### src/rtl/assert_macros.svh
// assertion helpers for the rtl
`ifndef ASSERT_MACROS_SVH
`define ASSERT_MACROS_SVH

// property that must hold at every clock edge outside reset
`define PRM_ASSERT(lbl, clk, rst_n, prop) \
    lbl: assert property (@(posedge clk) disable iff (!rst_n) (prop)) \
        else $error("assertion violated");

// antecedent in one cycle implies consequent in the next
`define PRM_ASSERT_NEXT(lbl, clk, rst_n, ante, cons) \
    lbl: assert property (@(posedge clk) disable iff (!rst_n) (ante) |=> (cons)) \
        else $error("assertion violated");

`endif

### src/rtl/prm_pkg.sv
`timescale 1ns / 1ps
`default_nettype none

package prm_pkg;

    // configuration register indexes
    localparam int CFG_IDX_W = 3;
    localparam logic [CFG_IDX_W-1:0] CFG_TICKS_PER_MINUTE = 3'd0;
    localparam logic [CFG_IDX_W-1:0] CFG_RED_LOW          = 3'd1;
    localparam logic [CFG_IDX_W-1:0] CFG_GREEN_LOW        = 3'd2;
    localparam logic [CFG_IDX_W-1:0] CFG_GREEN_HIGH       = 3'd3;
    localparam logic [CFG_IDX_W-1:0] CFG_RED_HIGH         = 3'd4;

    localparam int LIMIT_W = 10;
    localparam int RATE_W  = 32;
    localparam int PERIOD_W = 24;
    localparam int SEG_W   = 8;
    localparam int ZONE_W  = 2;
    localparam int DIGIT_W = 4;
    localparam int OUT_DATA_W = 88;

    localparam logic [RATE_W-1:0]  TPM_RESET        = 32'd110592000;
    localparam logic [LIMIT_W-1:0] RED_LOW_RESET    = 10'd30;
    localparam logic [LIMIT_W-1:0] GREEN_LOW_RESET  = 10'd50;
    localparam logic [LIMIT_W-1:0] GREEN_HIGH_RESET = 10'd90;
    localparam logic [LIMIT_W-1:0] RED_HIGH_RESET   = 10'd170;

    // depth of the period queue between front and back
    localparam int QUEUE_DEPTH = 2;

    // x / 10 == (x * RECIP_TEN) >> RECIP_SHIFT for every 32-bit x
    localparam logic [RATE_W-1:0] RECIP_TEN = 32'hCCCC_CCCD;
    localparam int RECIP_SHIFT = 35;

    localparam logic [SEG_W-1:0] SEG_BLANK = 8'hFF;

    localparam logic [ZONE_W-1:0] ZONE_GREEN  = 2'd0;
    localparam logic [ZONE_W-1:0] ZONE_YELLOW = 2'd1;
    localparam logic [ZONE_W-1:0] ZONE_RED    = 2'd2;

    typedef struct packed {
        logic [RATE_W-1:0]  ticks_per_minute;
        logic [LIMIT_W-1:0] red_low_limit;
        logic [LIMIT_W-1:0] green_low_limit;
        logic [LIMIT_W-1:0] green_high_limit;
        logic [LIMIT_W-1:0] red_high_limit;
    } cfg_t;

    typedef enum logic [1:0] {
        PH_WAIT_LOW,
        PH_WAIT_RISE,
        PH_COUNT_LOW,
        PH_COUNT_HIGH
    } phase_t;

    typedef enum logic [1:0] {
        BK_IDLE,
        BK_DIV,
        BK_DIGIT,
        BK_OUT
    } back_state_t;

    typedef struct packed {
        logic full;
        logic empty;
    } queue_status_t;

    // active-low segment pattern of one decimal digit
    function automatic logic [SEG_W-1:0] seg_code(input logic [DIGIT_W-1:0] digit);
        logic [SEG_W-1:0] code;
        unique case (digit)
            4'd0:    code = 8'h40;
            4'd1:    code = 8'hF9;
            4'd2:    code = 8'h8C;
            4'd3:    code = 8'hA8;
            4'd4:    code = 8'h39;
            4'd5:    code = 8'h2A;
            4'd6:    code = 8'h02;
            4'd7:    code = 8'hF8;
            4'd8:    code = 8'h00;
            4'd9:    code = 8'h30;
            default: code = SEG_BLANK;
        endcase
        return code;
    endfunction

    function automatic logic [ZONE_W-1:0] zone_of(input logic [RATE_W-1:0] rate,
                                                 input cfg_t cfg);
        logic [ZONE_W-1:0] z;
        if (rate >= RATE_W'(cfg.green_low_limit) && rate <= RATE_W'(cfg.green_high_limit))
            z = ZONE_GREEN;
        else if (rate < RATE_W'(cfg.green_low_limit))
            z = (rate < RATE_W'(cfg.red_low_limit)) ? ZONE_RED : ZONE_YELLOW;
        else
            z = (rate <= RATE_W'(cfg.red_high_limit)) ? ZONE_YELLOW : ZONE_RED;
        return z;
    endfunction

endpackage

`default_nettype wire

### src/rtl/prm_front.sv
`timescale 1ns / 1ps
`default_nettype none

module prm_front #(
    parameter int COUNT_BITS = 24
) (
    input  wire logic                  clk,
    input  wire logic                  rst_n,
    input  wire logic                  in_fire,
    input  wire logic                  pulse_level,
    output logic                       push,
    output logic [COUNT_BITS-1:0]      push_period
);

    prm_pkg::phase_t         phase_reg, phase_next;
    logic [COUNT_BITS-1:0]   count_reg, count_next;
    logic [COUNT_BITS-1:0]   count_inc;

    assign count_inc = count_reg + 1'b1;

    // next state and counter
    always_comb
    begin
        phase_next = phase_reg;
        count_next = count_reg;
        if (in_fire)
        begin
            unique case (phase_reg)
                prm_pkg::PH_WAIT_LOW:
                begin
                    if (!pulse_level)
                        phase_next = prm_pkg::PH_WAIT_RISE;
                end
                prm_pkg::PH_WAIT_RISE:
                begin
                    if (pulse_level)
                    begin
                        count_next = '0;
                        phase_next = prm_pkg::PH_COUNT_LOW;
                    end
                end
                prm_pkg::PH_COUNT_LOW:
                begin
                    count_next = count_inc;
                    if (!pulse_level)
                        phase_next = prm_pkg::PH_COUNT_HIGH;
                end
                prm_pkg::PH_COUNT_HIGH:
                begin
                    count_next = count_inc;
                    if (pulse_level)
                    begin
                        count_next = '0;
                        phase_next = prm_pkg::PH_WAIT_LOW;
                    end
                end
                default:
                begin
                    phase_next = prm_pkg::PH_WAIT_LOW;
                end
            endcase
        end
    end

    // period ends on the rising edge seen while counting
    always_comb
    begin
        push        = in_fire && pulse_level && (phase_reg == prm_pkg::PH_COUNT_HIGH);
        push_period = count_inc;
    end

    always_ff @(posedge clk or negedge rst_n)
    begin
        if (!rst_n)
        begin
            phase_reg <= prm_pkg::PH_WAIT_LOW;
            count_reg <= '0;
        end
        else
        begin
            phase_reg <= phase_next;
            count_reg <= count_next;
        end
    end

endmodule

`default_nettype wire

### config.mk
export PLATFORM = sky130hd
export DESIGN_NAME = prm_front
export DESIGN_NICKNAME = d
export VERILOG_FILES = /design/src/rtl/assert_macros.svh /design/src/rtl/prm_pkg.sv /design/src/rtl/prm_front.sv
export SDC_FILE = /design/constraint.sdc
export NUM_CORES = 1
export LEC_CHECK = 0
export ABC_CLOCK_PERIOD_IN_PS = 2700
export BUFFER_PORTS_ARGS = -buffer_cell sky130_fd_sc_hd__buf_4
export CORE_MARGIN = 8
export CORE_UTILIZATION = 30
export CTS_BUF_LIST = sky130_fd_sc_hd__clkbuf_8
export DETAILED_ROUTE_END_ITERATION = 10
export GPL_TIMING_DRIVEN = 0
export PLACE_DENSITY_LB_ADDON = 0.25
export SLEW_MARGIN = 10
export SYNTH_ARGS = -nofsm -noshare
export SYNTH_HDL_FRONTEND = slang
export SYNTH_SLANG_ARGS = --single-unit
### constraint.sdc
create_clock -name clk -period 2.7 [get_ports clk]
set_input_delay 0.405 -clock clk [delete_from_list [all_inputs] [get_ports clk]]
set_output_delay 0.405 -clock clk [all_outputs]
set_load 0.1 [all_outputs]
==> key figures <==
Global route
  – First-pass GRT wire length: roughly 8.5 mm
  – Largest net degree at the start of global routing: 27
  – Total gr overflow: 0
  – GRT Total Usage: 0.117
  – Vias in the first global route: 1724
  – Initial antenna violation count: 0

Worst setup path
  – Largest stage delay, worst path: 0.49 ns
  – Critical path, cell by cell: nand4_2 -> nor4_4 -> nand2_1 -> xnor2_4 -> buf_4
  – CP Capture Type: output pin
  – Worst-path maximum fanout: 7
  – CP arrival: 2.18 ns
  – Worst setup SP type: register
  – WP buf/inv: 1
  – Critical path's slowest cell: dfrtp_1
  – CP Class: register to output pin
  – Critical path's top delay family: simple AND/OR/NAND/NOR gates
  – Worst EP required: roughly 2.3 ns

Die
  – Die Height: 94.9 um
  – Core outline area: 5960 um2
  – Std-Cell Rows: 28
  – Die area: 9000 um2
  – Starting Density: 0.313
  – Die W: between 90 and 100 um
  – IO Count: 29

Synth
  – XOR/XNOR share of the synthesized area: 0.103
  – Netlist cell types: 43
  – Compound-Gate Fraction of Synth Area: 0.160
  – Ys async rst share: 1.00
  – Simple-gate share of the synthesized area: 0.278
  – Seq cells post-synth: 26
  – Multiplexer share of the synthesized area: 0.00603
  – Post-synth top flop: dfrtp_1
  – Synthesized Nets: 214
  – Largest family of logic cells by synthesized area: simple AND/OR/NAND/NOR gates
  – Sequential share of the synthesized area: 0.349
  – YS warnings: 0
  – Number of synthesized flops with an enable pin: 0
  – Synthesized area per cell: just over 9 um2
  – Synth Instances: 204
  – Adder-cell share of the synthesized area: 0.0402
  – Mapped Area: 1870 um2

Timing
  – Relative slew slack: 0.507
  – Setup tns final: 0 ns
  – Tcrit/Tclk final: 0.959
  – Worst Max-Slew Pin Slew: approximately 0.74 ns
  – Finish-stage setup viols: 0
  – Min Tclk post-route: 2.59 ns
  – RSZ-0062 raised after global routing: false
  – Max Transition Viols Final: 0
  – Clock skew: 0.00870 ns
  – Final Hold Violating Endpoints: 0
  – Fmax: 386 MHz
  – Hold WS: 0.0243 ns
  – Final Worst Setup Slack: 0.112 ns

Worst hold path
  – Worst Hold Class: primary input to async pin

Layout
  – Inserted Diodes: 0
  – Layout cells sized above 1: 0.344
  – Max FFs per register: 24
  – Post-Layout Inst Area: 2500 um2
  – Layout area overhead: 34.0%
  – Nets@finish: roughly 250

Power and ir drop
  – Max VDD drop: around 0.76 mV
  – PwrDens: 537 nW/um2
  – Leakage: approximately 1.2 nW
  – Total power: 1.34 mW

CTS
  – Num Clock Sinks: 26
  – Root Buffer: clkbuf_8
  – # H-tree levels: 1
  – Max clock buf depth: 2
  – CTS tree: done
  – Hold buffer count at cts: 0
  – CTS buffer count: 3
  – Clock Pin Slew Worst Setup and Hold Paths: 0.10 ns
  – Clk Latency, worst-skew pair: 0.28 ns

Place
  – GP Congestion: between 0.7 and 0.8
  – Dpl hpwl: 3.57 mm
  – Place WS: -0.455 ns
  – Buffers added on ports: 28
  – Area after DPL: 2330 um2

Route
  – Pre-antenna DRT Iters: 4
  – Final antenna-violating net count: 0
  – Wire per inst: 15.6 um
  – Vias per cell: between 5 and 6
  – Via count: 1689
  – DRT iter0 DRCs: 72
  – Final WL: 4.92 mm
  – Residual DRC: 0

Status
  – Status: completed

Job
  – Max-cap viol count: 0
-- layout by cell type, fill, tap and decap left out, drive strengths merged, types with 2 or more instances in the layout --
cell,n
inv,6
nand2b,3
nand4,8
clkbuf,13
a22o,7
buf,35
o21ai,10
a31oi,4
ha,6
or4,5
nor3,5
and2b,2
and2,3
xor2,11
a21oi,7
and3,6
nand3,12
nor2,7
or3,5
dfrtp,26
nor3b,2
o211ai,4
o311ai,2
xnor2,11
o31ai,3
a21o,2
and4,6
nor4,4
nand2,18
-- per-layer routing --
layer	GRT usage	wire (um)	part of all wire
met1	0.144	2230	0.45
met2	0.207	2460	0.50
met3	0.0135	180	0.037
met4	0.0416	52	0.011
met5	0	0	0
-- power by group --
| part | internal, mW | leakage [nW] | switching [mW] | total [mW] |
|---|---|---|---|---|
| combinational | 0.182 | 0.794 | 0.438 | 0.620 |
| sequential | 0.420 | 0.354 | 0.0373 | 0.458 |
| clock | 0.131 | 0.0288 | 0.135 | 0.265 |
| total | 0.733 | 1.18 | 0.610 | 1.34 |
-- Yosys cell counts, drive strengths merged (6+ instances only) --
cell / number / area, um2
inv: 6 / 22.5
nand3: 12 / 60.1
nand2: 18 / 67.6
xnor2: 11 / 96.3
a22o: 7 / 62.6
and3: 6 / 40.0
nand4: 8 / 62.6
and4: 6 / 52.6
o21ai: 10 / 50.1
dfrtp: 26 / 651
ha: 6 / 75.1
clkbuf: 11 / 65.1
xor2: 11 / 96.3
nor2: 7 / 26.3
a21oi: 7 / 35.0
-- per-stage QoR --
step | cells | util
6_report | 316 | 0.420
5_1_grt | 316 | 0.420
2_1_floorplan | 204 | -
4_1_cts | 314 | 0.412
3_5_place_dp | 307 | 0.392
3_3_place_gp | 307 | 0.392
-- worst register-to-register path, stage by stage, from the launching register on --
cell and delay (ns):
dfrtp_1 0.42, ha_1 0.23, and2b_2 0.21, o211ai_1 0.60
clkbuf_1 0.48, o21ai_0 0.15, a21o_1 0.21
-- worst paths after layout --
| check | endpoint | slack, ns | from | cells after the start |
|---|---|---|---|---|
| max | push_period[20] | 0.11 | count_reg[2] | 5 |
| min | count_reg[3] | 0.02 | rst_n | 1 |
| max reg2reg | count_reg[16] | 0.30 | phase_reg[1] | 6 |
| min reg2reg | count_reg[21] | 0.57 | count_reg[21] | 1 |
| max in group asynchronous | count_reg[0] | 2.39 | rst_n | 1 |
| min in group clk | phase_reg[0] | 0.52 | in_fire | 3 |
-- cells by family (layout without fill, tap and decap cells) --
| group | after synthesis | after routing |
|---|---|---|
| AO/OA/AOI/OAI | 43 | 43 |
| buffers and inverters | 18 | 55 |
| adder cells (fa/ha/maj) | 6 | 6 |
| multiplexers | 1 | 1 |
| AND/OR/NAND/NOR | 88 | 88 |
| XOR/XNOR | 22 | 22 |
| flip-flops | 26 | 26 |
-- final cells by class --
cell class,count,area (um2)
Fill cell,611,3450
Multi-Input combinational cell,160,1310
Sequential cell,26,653
Timing Repair Buffer,35,278
Tap cell,75,93.8
Buffer,10,90.1
Clock buffer,4,55.1
Inverter,6,22.5
-- timing repair --
item	in CTS	in global routing
setup endpoints to repair	6	10
gates resized for setup	8	6
setup buffers	4	3
pin swaps	3	2
Power figures use the tool's default switching activity.
