[src/rtl/assert_macros.svh]
// assertion helpers for the rtl
`ifndef ASSERT_MACROS_SVH
`define ASSERT_MACROS_SVH

// property that must hold at every clock edge outside reset
`define PRM_ASSERT(lbl, clk, rst_n, prop) \
    lbl: assert property (@(posedge clk) disable iff (!rst_n) (prop)) \
        else $error("assertion violated");

// antecedent in one cycle implies consequent in the next
`define PRM_ASSERT_NEXT(lbl, clk, rst_n, ante, cons) \
    lbl: assert property (@(posedge clk) disable iff (!rst_n) (ante) |=> (cons)) \
        else $error("assertion violated");

`endif

[src/rtl/prm_pkg.sv]
`timescale 1ns / 1ps
`default_nettype none

package prm_pkg;

    // configuration register indexes
    localparam int CFG_IDX_W = 3;
    localparam logic [CFG_IDX_W-1:0] CFG_TICKS_PER_MINUTE = 3'd0;
    localparam logic [CFG_IDX_W-1:0] CFG_RED_LOW          = 3'd1;
    localparam logic [CFG_IDX_W-1:0] CFG_GREEN_LOW        = 3'd2;
    localparam logic [CFG_IDX_W-1:0] CFG_GREEN_HIGH       = 3'd3;
    localparam logic [CFG_IDX_W-1:0] CFG_RED_HIGH         = 3'd4;

    localparam int LIMIT_W = 10;
    localparam int RATE_W  = 32;
    localparam int PERIOD_W = 24;
    localparam int SEG_W   = 8;
    localparam int ZONE_W  = 2;
    localparam int DIGIT_W = 4;
    localparam int OUT_DATA_W = 88;

    localparam logic [RATE_W-1:0]  TPM_RESET        = 32'd110592000;
    localparam logic [LIMIT_W-1:0] RED_LOW_RESET    = 10'd30;
    localparam logic [LIMIT_W-1:0] GREEN_LOW_RESET  = 10'd50;
    localparam logic [LIMIT_W-1:0] GREEN_HIGH_RESET = 10'd90;
    localparam logic [LIMIT_W-1:0] RED_HIGH_RESET   = 10'd170;

    // depth of the period queue between front and back
    localparam int QUEUE_DEPTH = 2;

    // x / 10 == (x * RECIP_TEN) >> RECIP_SHIFT for every 32-bit x
    localparam logic [RATE_W-1:0] RECIP_TEN = 32'hCCCC_CCCD;
    localparam int RECIP_SHIFT = 35;

    localparam logic [SEG_W-1:0] SEG_BLANK = 8'hFF;

    localparam logic [ZONE_W-1:0] ZONE_GREEN  = 2'd0;
    localparam logic [ZONE_W-1:0] ZONE_YELLOW = 2'd1;
    localparam logic [ZONE_W-1:0] ZONE_RED    = 2'd2;

    typedef struct packed {
        logic [RATE_W-1:0]  ticks_per_minute;
        logic [LIMIT_W-1:0] red_low_limit;
        logic [LIMIT_W-1:0] green_low_limit;
        logic [LIMIT_W-1:0] green_high_limit;
        logic [LIMIT_W-1:0] red_high_limit;
    } cfg_t;

    typedef enum logic [1:0] {
        PH_WAIT_LOW,
        PH_WAIT_RISE,
        PH_COUNT_LOW,
        PH_COUNT_HIGH
    } phase_t;

    typedef enum logic [1:0] {
        BK_IDLE,
        BK_DIV,
        BK_DIGIT,
        BK_OUT
    } back_state_t;

    typedef struct packed {
        logic full;
        logic empty;
    } queue_status_t;

    // active-low segment pattern of one decimal digit
    function automatic logic [SEG_W-1:0] seg_code(input logic [DIGIT_W-1:0] digit);
        logic [SEG_W-1:0] code;
        unique case (digit)
            4'd0:    code = 8'h40;
            4'd1:    code = 8'hF9;
            4'd2:    code = 8'h8C;
            4'd3:    code = 8'hA8;
            4'd4:    code = 8'h39;
            4'd5:    code = 8'h2A;
            4'd6:    code = 8'h02;
            4'd7:    code = 8'hF8;
            4'd8:    code = 8'h00;
            4'd9:    code = 8'h30;
            default: code = SEG_BLANK;
        endcase
        return code;
    endfunction

    function automatic logic [ZONE_W-1:0] zone_of(input logic [RATE_W-1:0] rate,
                                                 input cfg_t cfg);
        logic [ZONE_W-1:0] z;
        if (rate >= RATE_W'(cfg.green_low_limit) && rate <= RATE_W'(cfg.green_high_limit))
            z = ZONE_GREEN;
        else if (rate < RATE_W'(cfg.green_low_limit))
            z = (rate < RATE_W'(cfg.red_low_limit)) ? ZONE_RED : ZONE_YELLOW;
        else
            z = (rate <= RATE_W'(cfg.red_high_limit)) ? ZONE_YELLOW : ZONE_RED;
        return z;
    endfunction

endpackage

`default_nettype wire

[src/rtl/prm_queue.sv]
`timescale 1ns / 1ps
`default_nettype none
`include "assert_macros.svh"

module prm_queue #(
    parameter int WIDTH = 24,
    parameter int DEPTH = 2
) (
    input  wire logic              clk,
    input  wire logic              rst_n,
    input  wire logic              push,
    input  wire logic [WIDTH-1:0]  push_data,
    input  wire logic              pop,
    output logic [WIDTH-1:0]       pop_data,
    output prm_pkg::queue_status_t status
);

    localparam int PTR_W = (DEPTH > 1) ? $clog2(DEPTH) : 1;
    localparam int CNT_W = $clog2(DEPTH + 1);

    logic [WIDTH-1:0] mem [DEPTH];
    logic [PTR_W-1:0] wr_ptr_reg, wr_ptr_next;
    logic [PTR_W-1:0] rd_ptr_reg, rd_ptr_next;
    logic [CNT_W-1:0] cnt_reg, cnt_next;

    assign status.full  = (cnt_reg == CNT_W'(DEPTH));
    assign status.empty = (cnt_reg == '0);
    assign pop_data     = mem[rd_ptr_reg];

    always_comb
    begin
        wr_ptr_next = wr_ptr_reg;
        rd_ptr_next = rd_ptr_reg;
        cnt_next    = cnt_reg;
        if (push)
            wr_ptr_next = (wr_ptr_reg == PTR_W'(DEPTH - 1)) ? '0 : wr_ptr_reg + 1'b1;
        if (pop)
            rd_ptr_next = (rd_ptr_reg == PTR_W'(DEPTH - 1)) ? '0 : rd_ptr_reg + 1'b1;
        if (push && !pop)
            cnt_next = cnt_reg + 1'b1;
        else if (pop && !push)
            cnt_next = cnt_reg - 1'b1;
    end

    always_ff @(posedge clk)
    begin
        if (push)
            mem[wr_ptr_reg] <= push_data;
    end

    always_ff @(posedge clk or negedge rst_n)
    begin
        if (!rst_n)
        begin
            wr_ptr_reg <= '0;
            rd_ptr_reg <= '0;
            cnt_reg    <= '0;
        end
        else
        begin
            wr_ptr_reg <= wr_ptr_next;
            rd_ptr_reg <= rd_ptr_next;
            cnt_reg    <= cnt_next;
        end
    end

    `PRM_ASSERT(a_no_overflow, clk, rst_n, !(push && status.full))
    `PRM_ASSERT(a_no_underflow, clk, rst_n, !(pop && status.empty))
    `PRM_ASSERT(a_count_bound, clk, rst_n, cnt_reg <= CNT_W'(DEPTH))
    `PRM_ASSERT_NEXT(a_count_up, clk, rst_n, push && !pop, cnt_reg == $past(cnt_reg) + 1'b1)

endmodule

`default_nettype wire

[config.mk]
export PLATFORM = sky130hd
export DESIGN_NAME = prm_queue
export DESIGN_NICKNAME = d
export VERILOG_FILES = /design/src/rtl/prm_pkg.sv /design/src/rtl/prm_queue.sv
export VERILOG_INCLUDE_DIRS = /design/src /design/src/rtl
export SDC_FILE = /design/constraint.sdc
export NUM_CORES = 1
export LEC_CHECK = 0
export ABC_AREA = 1
export BUFFER_PORTS_ARGS = -buffer_cell sky130_fd_sc_hd__clkbuf_2
export CAP_MARGIN = 20
export CORE_MARGIN = 2
export CORE_UTILIZATION = 37
export DETAILED_ROUTE_END_ITERATION = 8
export GPL_ROUTABILITY_DRIVEN = 0
export HOLD_SLACK_MARGIN = 0.1
export SYNTH_ARGS = -nofsm -noshare
export SYNTH_HDL_FRONTEND = slang
export SYNTH_SLANG_ARGS = --single-unit
export TNS_END_PERCENT = 50
[constraint.sdc]
create_clock -name clk -period 3.6 [get_ports clk]
set_input_delay 0.54 -clock clk [delete_from_list [all_inputs] [get_ports clk]]
set_output_delay 0.54 -clock clk [all_outputs]
set_load 0.05 [all_outputs]
==> results of run 1 <==
## cells by family (layout without fill, tap and decap cells)
group / Yosys count / in the layout / share of synthesized area
buffers and inverters: 10 / 71 / 0.03802
muxes: 24 / 24 / 0.1674
adders and majority gates: 1 / 1 / 0.006130
xor gates and xnor gates: 3 / 3 / 0.01288
DFF: 52 / 52 / 0.7554
and+or+nand+nor: 10 / 10 / 0.02023
## worst max-delay path, stage by stage, from the launching register on
cell	delay, ps
dfrtp_1	520
buf_4	400
mux2_2	380
clkbuf_2	230
## per-layer routing
layer	routed length (µm)	share of wire
met1	1267	0.40
met2	1605	0.51
met3	261	0.082
met4	39	0.012
met5	0	0
## final cells by class
cell class              count  area [µm²]
flip-flops and latches     52        1541
repair buffers             56       290.3
fillers                   498        2953
inverters                   7       26.28
multi-input cells          38       424.2
clock buffers               7       76.32
clock inverters             1       3.754
well taps                  72       90.09
## layout by cell type, fill, tap and decap left out
master	n
edfxtp_1	48
xor2_1	2
nand2_1	5
ha_1	1
clkbuf_2	53
inv_1	7
nor2_2	1
buf_4	2
nand4_1	1
nor2_1	2
mux2_2	5
xnor2_1	1
dlygate4sd3_1	1
clkbuf_8	5
mux2_4	19
clkinv_1	1
nand3_1	1
clkbuf_1	2
dfrtp_1	4
## power groups by stage
stage | registers (W) | logic [W] | clock network (W)
2_1_floorplan | 0.000853 | 0.000865 | 0
3_3_place_gp | 0.000870 | 0.000967 | 0
3_5_place_dp | 0.000880 | 0.000979 | 0
4_1_cts | 0.000867 | 0.000982 | 0.000314
5_1_grt | 0.000878 | 0.00101 | 0.000341
6_report | 0.000864 | 0.000965 | 0.000301
## worst min-delay path by stage
stage | endpoint | slack [ps] | startpoint | cells after the start
floorplan | cnt_reg[0]$_DFFE_PN0P_ | 240 | rst_n | 0
global placement | cnt_reg[1]$_DFFE_PN0P_ | 360 | rst_n | 1
detailed placement | cnt_reg[1]$_DFFE_PN0P_ | 360 | rst_n | 1
CTS | mem[1][4]$_DFFE_PP_ | 420 | push_data[4] | 1
global route | mem[0][4]$_DFFE_PP_ | 420 | push_data[4] | 1
finish | mem[0][4]$_DFFE_PP_ | 430 | push_data[4] | 1
## stage by stage
step	hold slack [ps]	cell area (µm²)
2_1_floorplan	244.4	2041
3_3_place_gp	355.5	2362
3_5_place_dp	360.0	2362
4_1_cts	418.6	2452
5_1_grt	416.3	2452
6_report	427.4	2452
## timing repair
action                    4_1_cts  5_1_grt
hold buffers                    1        0
hold endpoints to repair        4        0
buffers inserted                0        0
==> out/metrics.yaml, run 1 <==
logic_synthesis:
  synth-edff-count: 48
  yosysTopAreaCellShare: 0.7063
  synth_cell_types: 14
  synth_top_cell_by_area: "edfxtp_1"
  synth_seq_cells: 52
  yosysMostFrequentCell: "edfxtp_1"
  async_reset_ff_frac: 0.07692
  synthesis.area_um2: 2041
  synth_area_leaders: "edfxtp_1 71%, mux2_4 14%, dfrtp_1 4.9%"
  synth_fp_nets: 129
  syn_area_per_cell_um2: 20.41
  synthTopCellsByCount: "48 x edfxtp_1, 19 x mux2_4, 7 x inv_1, 5 x mux2_2, 5 x nand2_1"
  syn_inst: 100
  yosysSeqAreaShare: 0.7554
  yosysWarnings: 0
  synth-main-ff-cell: "edfxtp_1"
die:
  core_um2: 5405
  start_util: 0.3775
  io_pins: 54
  die_x_um: 78.27
  die_h_um: 78.27
  die-area_um2: 6125
  core.rowCount: 27
worst_setup_path:
  cp-start-kind: "flop"
  reg2reg_slack_ps: 2000
  cp-endpoint: "pop_data[3]"
  cp-end-kind: "output port"
  rr_worst_depth: 2
  worstPathMaxFanout: 20
  critPathLaunch: "rd_ptr_reg$_DFFE_PN0P_"
  reg2reg_from: "wr_ptr_reg$_DFFE_PN0P_"
  critPathArrivalTime_ps: 1840
  required_ps: 3060
  r2r-end: "mem[0][12]$_DFFE_PP_"
  criticalPathCategory: "flop to output port"
sta:
  worstMarginPinSlew_ps: 952.8
  slew_headroom: 0.3641
  final_hold_viol_count: 0
  setup_slack_ps: 1221
  setup_viol: 0
  slew_violations: 0
  fin_crit_sh: 0.6609
  fin_setup_tns_ps: 0
  final.min_clock_period_ps: 2379
  fmax_mhz: 420.3
  fin_worst_skew_ps: 4.303
  rsz0062_at_grt: "false"
power:
  power_w: 0.002130
  vdd_drop_max_v: 0.0004813
  intPower_w: 0.001242
  power.density_nw_per_um2: 868.5
  combPwrFrac: 0.453
  seq_power_share: 0.406
  leakagePower_nw: 1.025
  switching_share: 0.4171
  p_switching_w: 0.0008883
  clockPowerShare: 0.141
clocking:
  cts_buffers: 5
  cts_root_buffer: "clkbuf_8"
  clkSlewWorstSetupHoldPaths_ps: 80
  tritoncts: "yes"
  clock_latency_ps: 300
  cts_sinks: 52
  cts_resized: 0
  clockBufferDepth: 2
  cts.htree.levels: 2
global_routing:
  grt-busiest-layer: "met2"
  grt_pass1_vias: 1069
  grt_max_degree: 25
  antenna_found_initial: 0
  grt_usage: 0.1078
  grt_pass1_wl_um: 4899
  globalRouteMet2Util: 0.1922
  groute.layer.met3.usage: 0.03103
  overflow: 0
  use_met1: 0.1170
layout:
  largest_reg_flops: 48
  antennaDiodeCount: 0
  nets: 189
  final_util: 0.4537
  drive_above_1_share: 0.5280
  syn2layout_area_growth_pct: 20.17
  finalNonFillerCells: 233
placement:
  io_buffers: 53
  place_inst: 224
  dpl_worst_slack_ps: 1530
  hpwlAfterDp_um: 2281
outcome:
  status: "completed"
detailed_routing:
  detail_route.iter0.violations: 42
  viasPerCell: 4.386
  drt_wl_total_um: 3175
  detail_route.wl_per_cell_um: 13.63
  dr.pass1.iters: 4
  vias: 1022
  ant_nets: 0
  drc_errors: 0
flow_run:
  drv_cap: 0
hold_path:
  worst_hold_path_type: "primary input to flop"
(Power assumes the default switching activity.)
==> inputs of run 2 (changes only) <==
==> constraint.sdc (replaced) <==
create_clock -name clk -period 2.1 [get_ports clk]
set_input_delay 0.315 -clock clk [delete_from_list [all_inputs] [get_ports clk]]
set_output_delay 0.315 -clock clk [all_outputs]
set_load 0.05 [all_outputs]
==> run 2 against run 1 <==
  * Clock-buffer cell count did not move
  * Register-to-register slack got worse by 1100 ps
  * Clock power grew 73%
  * Largest power group unchanged
  * Clock skew increased by 1.1 ps
  * Global-route usage increased by 0.32 points
  * Utilization is 1.2 points higher
  * Worst hold slack worse by 220 ps
==> out/metrics.yaml, run 2 (synthesis results as in run 1) <==
die:
  core_um2: 5405  # unchanged
  core.rowCount: 27  # unchanged
  die_h_um: 78.27  # unchanged
  die_x_um: 78.27  # unchanged
  start_util: 0.3775  # unchanged
  io_pins: 54  # unchanged
  die-area_um2: 6125  # unchanged
detailed_routing:
  route.met2.wl_um: 1576  # -1.8%
  detail_route.iter0.violations: 29  # -31%
  drt_wl_total_um: 3225  # +1.6%
  drc_errors: 0  # unchanged
  dr.pass1.iters: 4  # unchanged
  detail_route.wl_per_cell_um: 13.67  # +0.28%
  wl_met3_um: 239  # -8.4%
  drt-met1-wl_um: 1367  # +7.9%
  vias: 1030  # +0.78%
  topRoutingLayerUsed: "met4"
  viasPerCell: 4.364  # -0.50%
  ant_nets: 0  # unchanged
sta:
  fin_setup_tns_ps: 0  # unchanged
  setup_viol: 0  # unchanged
  final_hold_viol_count: 0  # unchanged
  final.min_clock_period_ps: 1950
  slew_headroom: 0.7898  # +0.4256
  fin_worst_skew_ps: 5.361  # +1.059 ps
  fmax_mhz: 512.9
  slew_violations: 0  # unchanged
  fin_crit_sh: 0.9284
  rsz0062_at_grt: "false"
  worstMarginPinSlew_ps: 315.4  # -637.4 ps
clocking:
  clockBufferDepth: 2  # unchanged
  cts_buffers: 5  # unchanged
  cts.htree.levels: 2  # unchanged
  cts_setup_buffers: 0  # unchanged
  clock_latency_ps: 290  # about the same
  clkSlewWorstSetupHoldPaths_ps: 90  # about the same
  tritoncts: "yes"
  cts_root_buffer: "clkbuf_8"
  cts_sinks: 52  # unchanged
power:
  p_switching_w: 0.001547  # +74%
  power.density_nw_per_um2: 1497  # +72%
  clockPowerShare: 0.138  # -0.003
  combPwrFrac: 0.470  # +0.017
  intPower_w: 0.002220  # +79%
  leakagePower_nw: 1.056  # +3.0%
  seq_power_share: 0.392  # -0.014
  switching_share: 0.4107  # -0.006320
  vdd_drop_max_v: 0.0008437  # +75%
  power_w: 0.003768  # +77%
layout:
  drive_above_1_share: 0.5366  # +0.008635
  nets: 192  # +1.6%
  seq_area_um2: 1541  # unchanged
  antennaDiodeCount: 0  # unchanged
  multi_input_area_um2: 424.2  # unchanged
  largest_reg_flops: 48  # unchanged
  final_common_cell: "clkbuf_2"
  syn2layout_area_growth_pct: 23.36
  final_cell_mix: "51 x clkbuf_2, 48 x edfxtp_1, 19 x mux2_4, 7 x inv_1"
  finalNonFillerCells: 236  # +1.3%
  fillers: 482  # -3.2%
worst_setup_path:
  crit_path_cell_trace: "buf_12, mux2_4, clkbuf_2"
  required_ps: 1780  # -1280 ps
  critPathLaunch: "rd_ptr_reg$_DFFE_PN0P_"
  r2r-end: "mem[0][11]$_DFFE_PP_"
  rr_worst_depth: 2  # unchanged
  cp_top_family: "flip-flops"
  worstPathMaxFanout: 20  # unchanged
  cpPeakStageDelay_ps: 530  # about the same
  cp-start-kind: "flop"
  cp-end-kind: "output port"
  criticalPathCategory: "flop to output port"
  reg2reg_from: "wr_ptr_reg$_DFFE_PN0P_"
  crit_slowest_cell: "dfrtp_1"
  reg2reg_slack_ps: 950  # -1050 ps
  critPathArrivalTime_ps: 1630  # -210 ps
  path_buf_inv: 2  # unchanged
placement:
  place_inst: 227  # +1.3%
  io_buffers: 53  # unchanged
  hpwlAfterDp_um: 2373  # +4.0%
global_routing:
  grt_max_degree: 21  # -16%
  grt_pass1_vias: 1099  # +2.8%
  overflow: 0  # unchanged
  grt_usage: 0.1110  # +0.003208
  antenna_found_initial: 0  # unchanged
  grt_pass1_wl_um: 5085  # +3.8%
hold_path:
  worst_hold_path_type: "primary input to flop"
  hp-start: "push_data[9]"
  whs_endpoint: "mem[0][9]$_DFFE_PP_"
  whs_path_depth: 1  # unchanged
outcome:
  status: "completed"
flow_run:
  drv_cap: 0  # unchanged
run 2: cell types whose count changed in the layout (fill, tap and decap cells not counted):
cell | previous run | this run
buf_12 | 0 | 3
buf_4 | 2 | 4
clkbuf_2 | 53 | 51
run 2: layout make-up:
type	instances	area share
Sequential cell	52	0.6123
Timing Repair Buffer	59	0.1412
Tap cell	72	0.03579
Clock inverter	1	0.001491
Multi-Input combinational cell	38	0.1685
Inverter	7	0.01044
Clock buffer	7	0.03032
run 2: what timing repair did:
item,4_1_cts,5_1_grt
hold buffers,1,0
endpoints found under the hold margin,4,0
endpoints found under the setup margin,0,0
resized for setup,0,0
run 2: layer usage:
metal  GRT usage  up-vias
met4     0.03684        0
met1      0.1331      487
li1            -      494
met2      0.1836       42
met5           0        -
met3     0.04368        7
run 2: worst max-delay path by stage:
stage                               end  slack [ps]  depth (start not counted)
floorplan           mem[0][0]$_DFFE_PP_         260                          1
global placement           pop_data[15]         500                          3
detailed placement         pop_data[15]         480                          3
CTS                        pop_data[15]         120                          3
global route               pop_data[13]          70                          3
finish                     pop_data[19]         150                          3
run 2: power by group through the flow:
stage	Sequential [W]	Clock, W	Combinational (W)
final	0.00148	0.000520	0.00177
after CTS	0.00148	0.000539	0.00180
after floorplan	0.00146	0	0.00148
after global routing	0.00150	0.000594	0.00186
after detailed placement	0.00150	0	0.00180
after global placement	0.00149	0	0.00177
run 2: worst reg2reg max path, stage by stage, from the launching register on:
cell,delay (ps)
dfrtp_1,420
nor2_2,150
buf_4,260
run 2: stage by stage:
stage / area (µm²) / hold WS, ps / utilization / setup WS [ps]
4_1_cts: 2517 / 198.7 / 0.4657 / 121.2
3_3_place_gp: 2427 / 127.8 / 0.4491 / 503.0
5_1_grt: 2517 / 185.4 / 0.4657 / 74.64
3_5_place_dp: 2427 / 129.5 / 0.4491 / 483.3
6_report: 2517 / 205.5 / 0.4657 / 150.3
2_1_floorplan: 2041 / 19.41 / - / 260.5
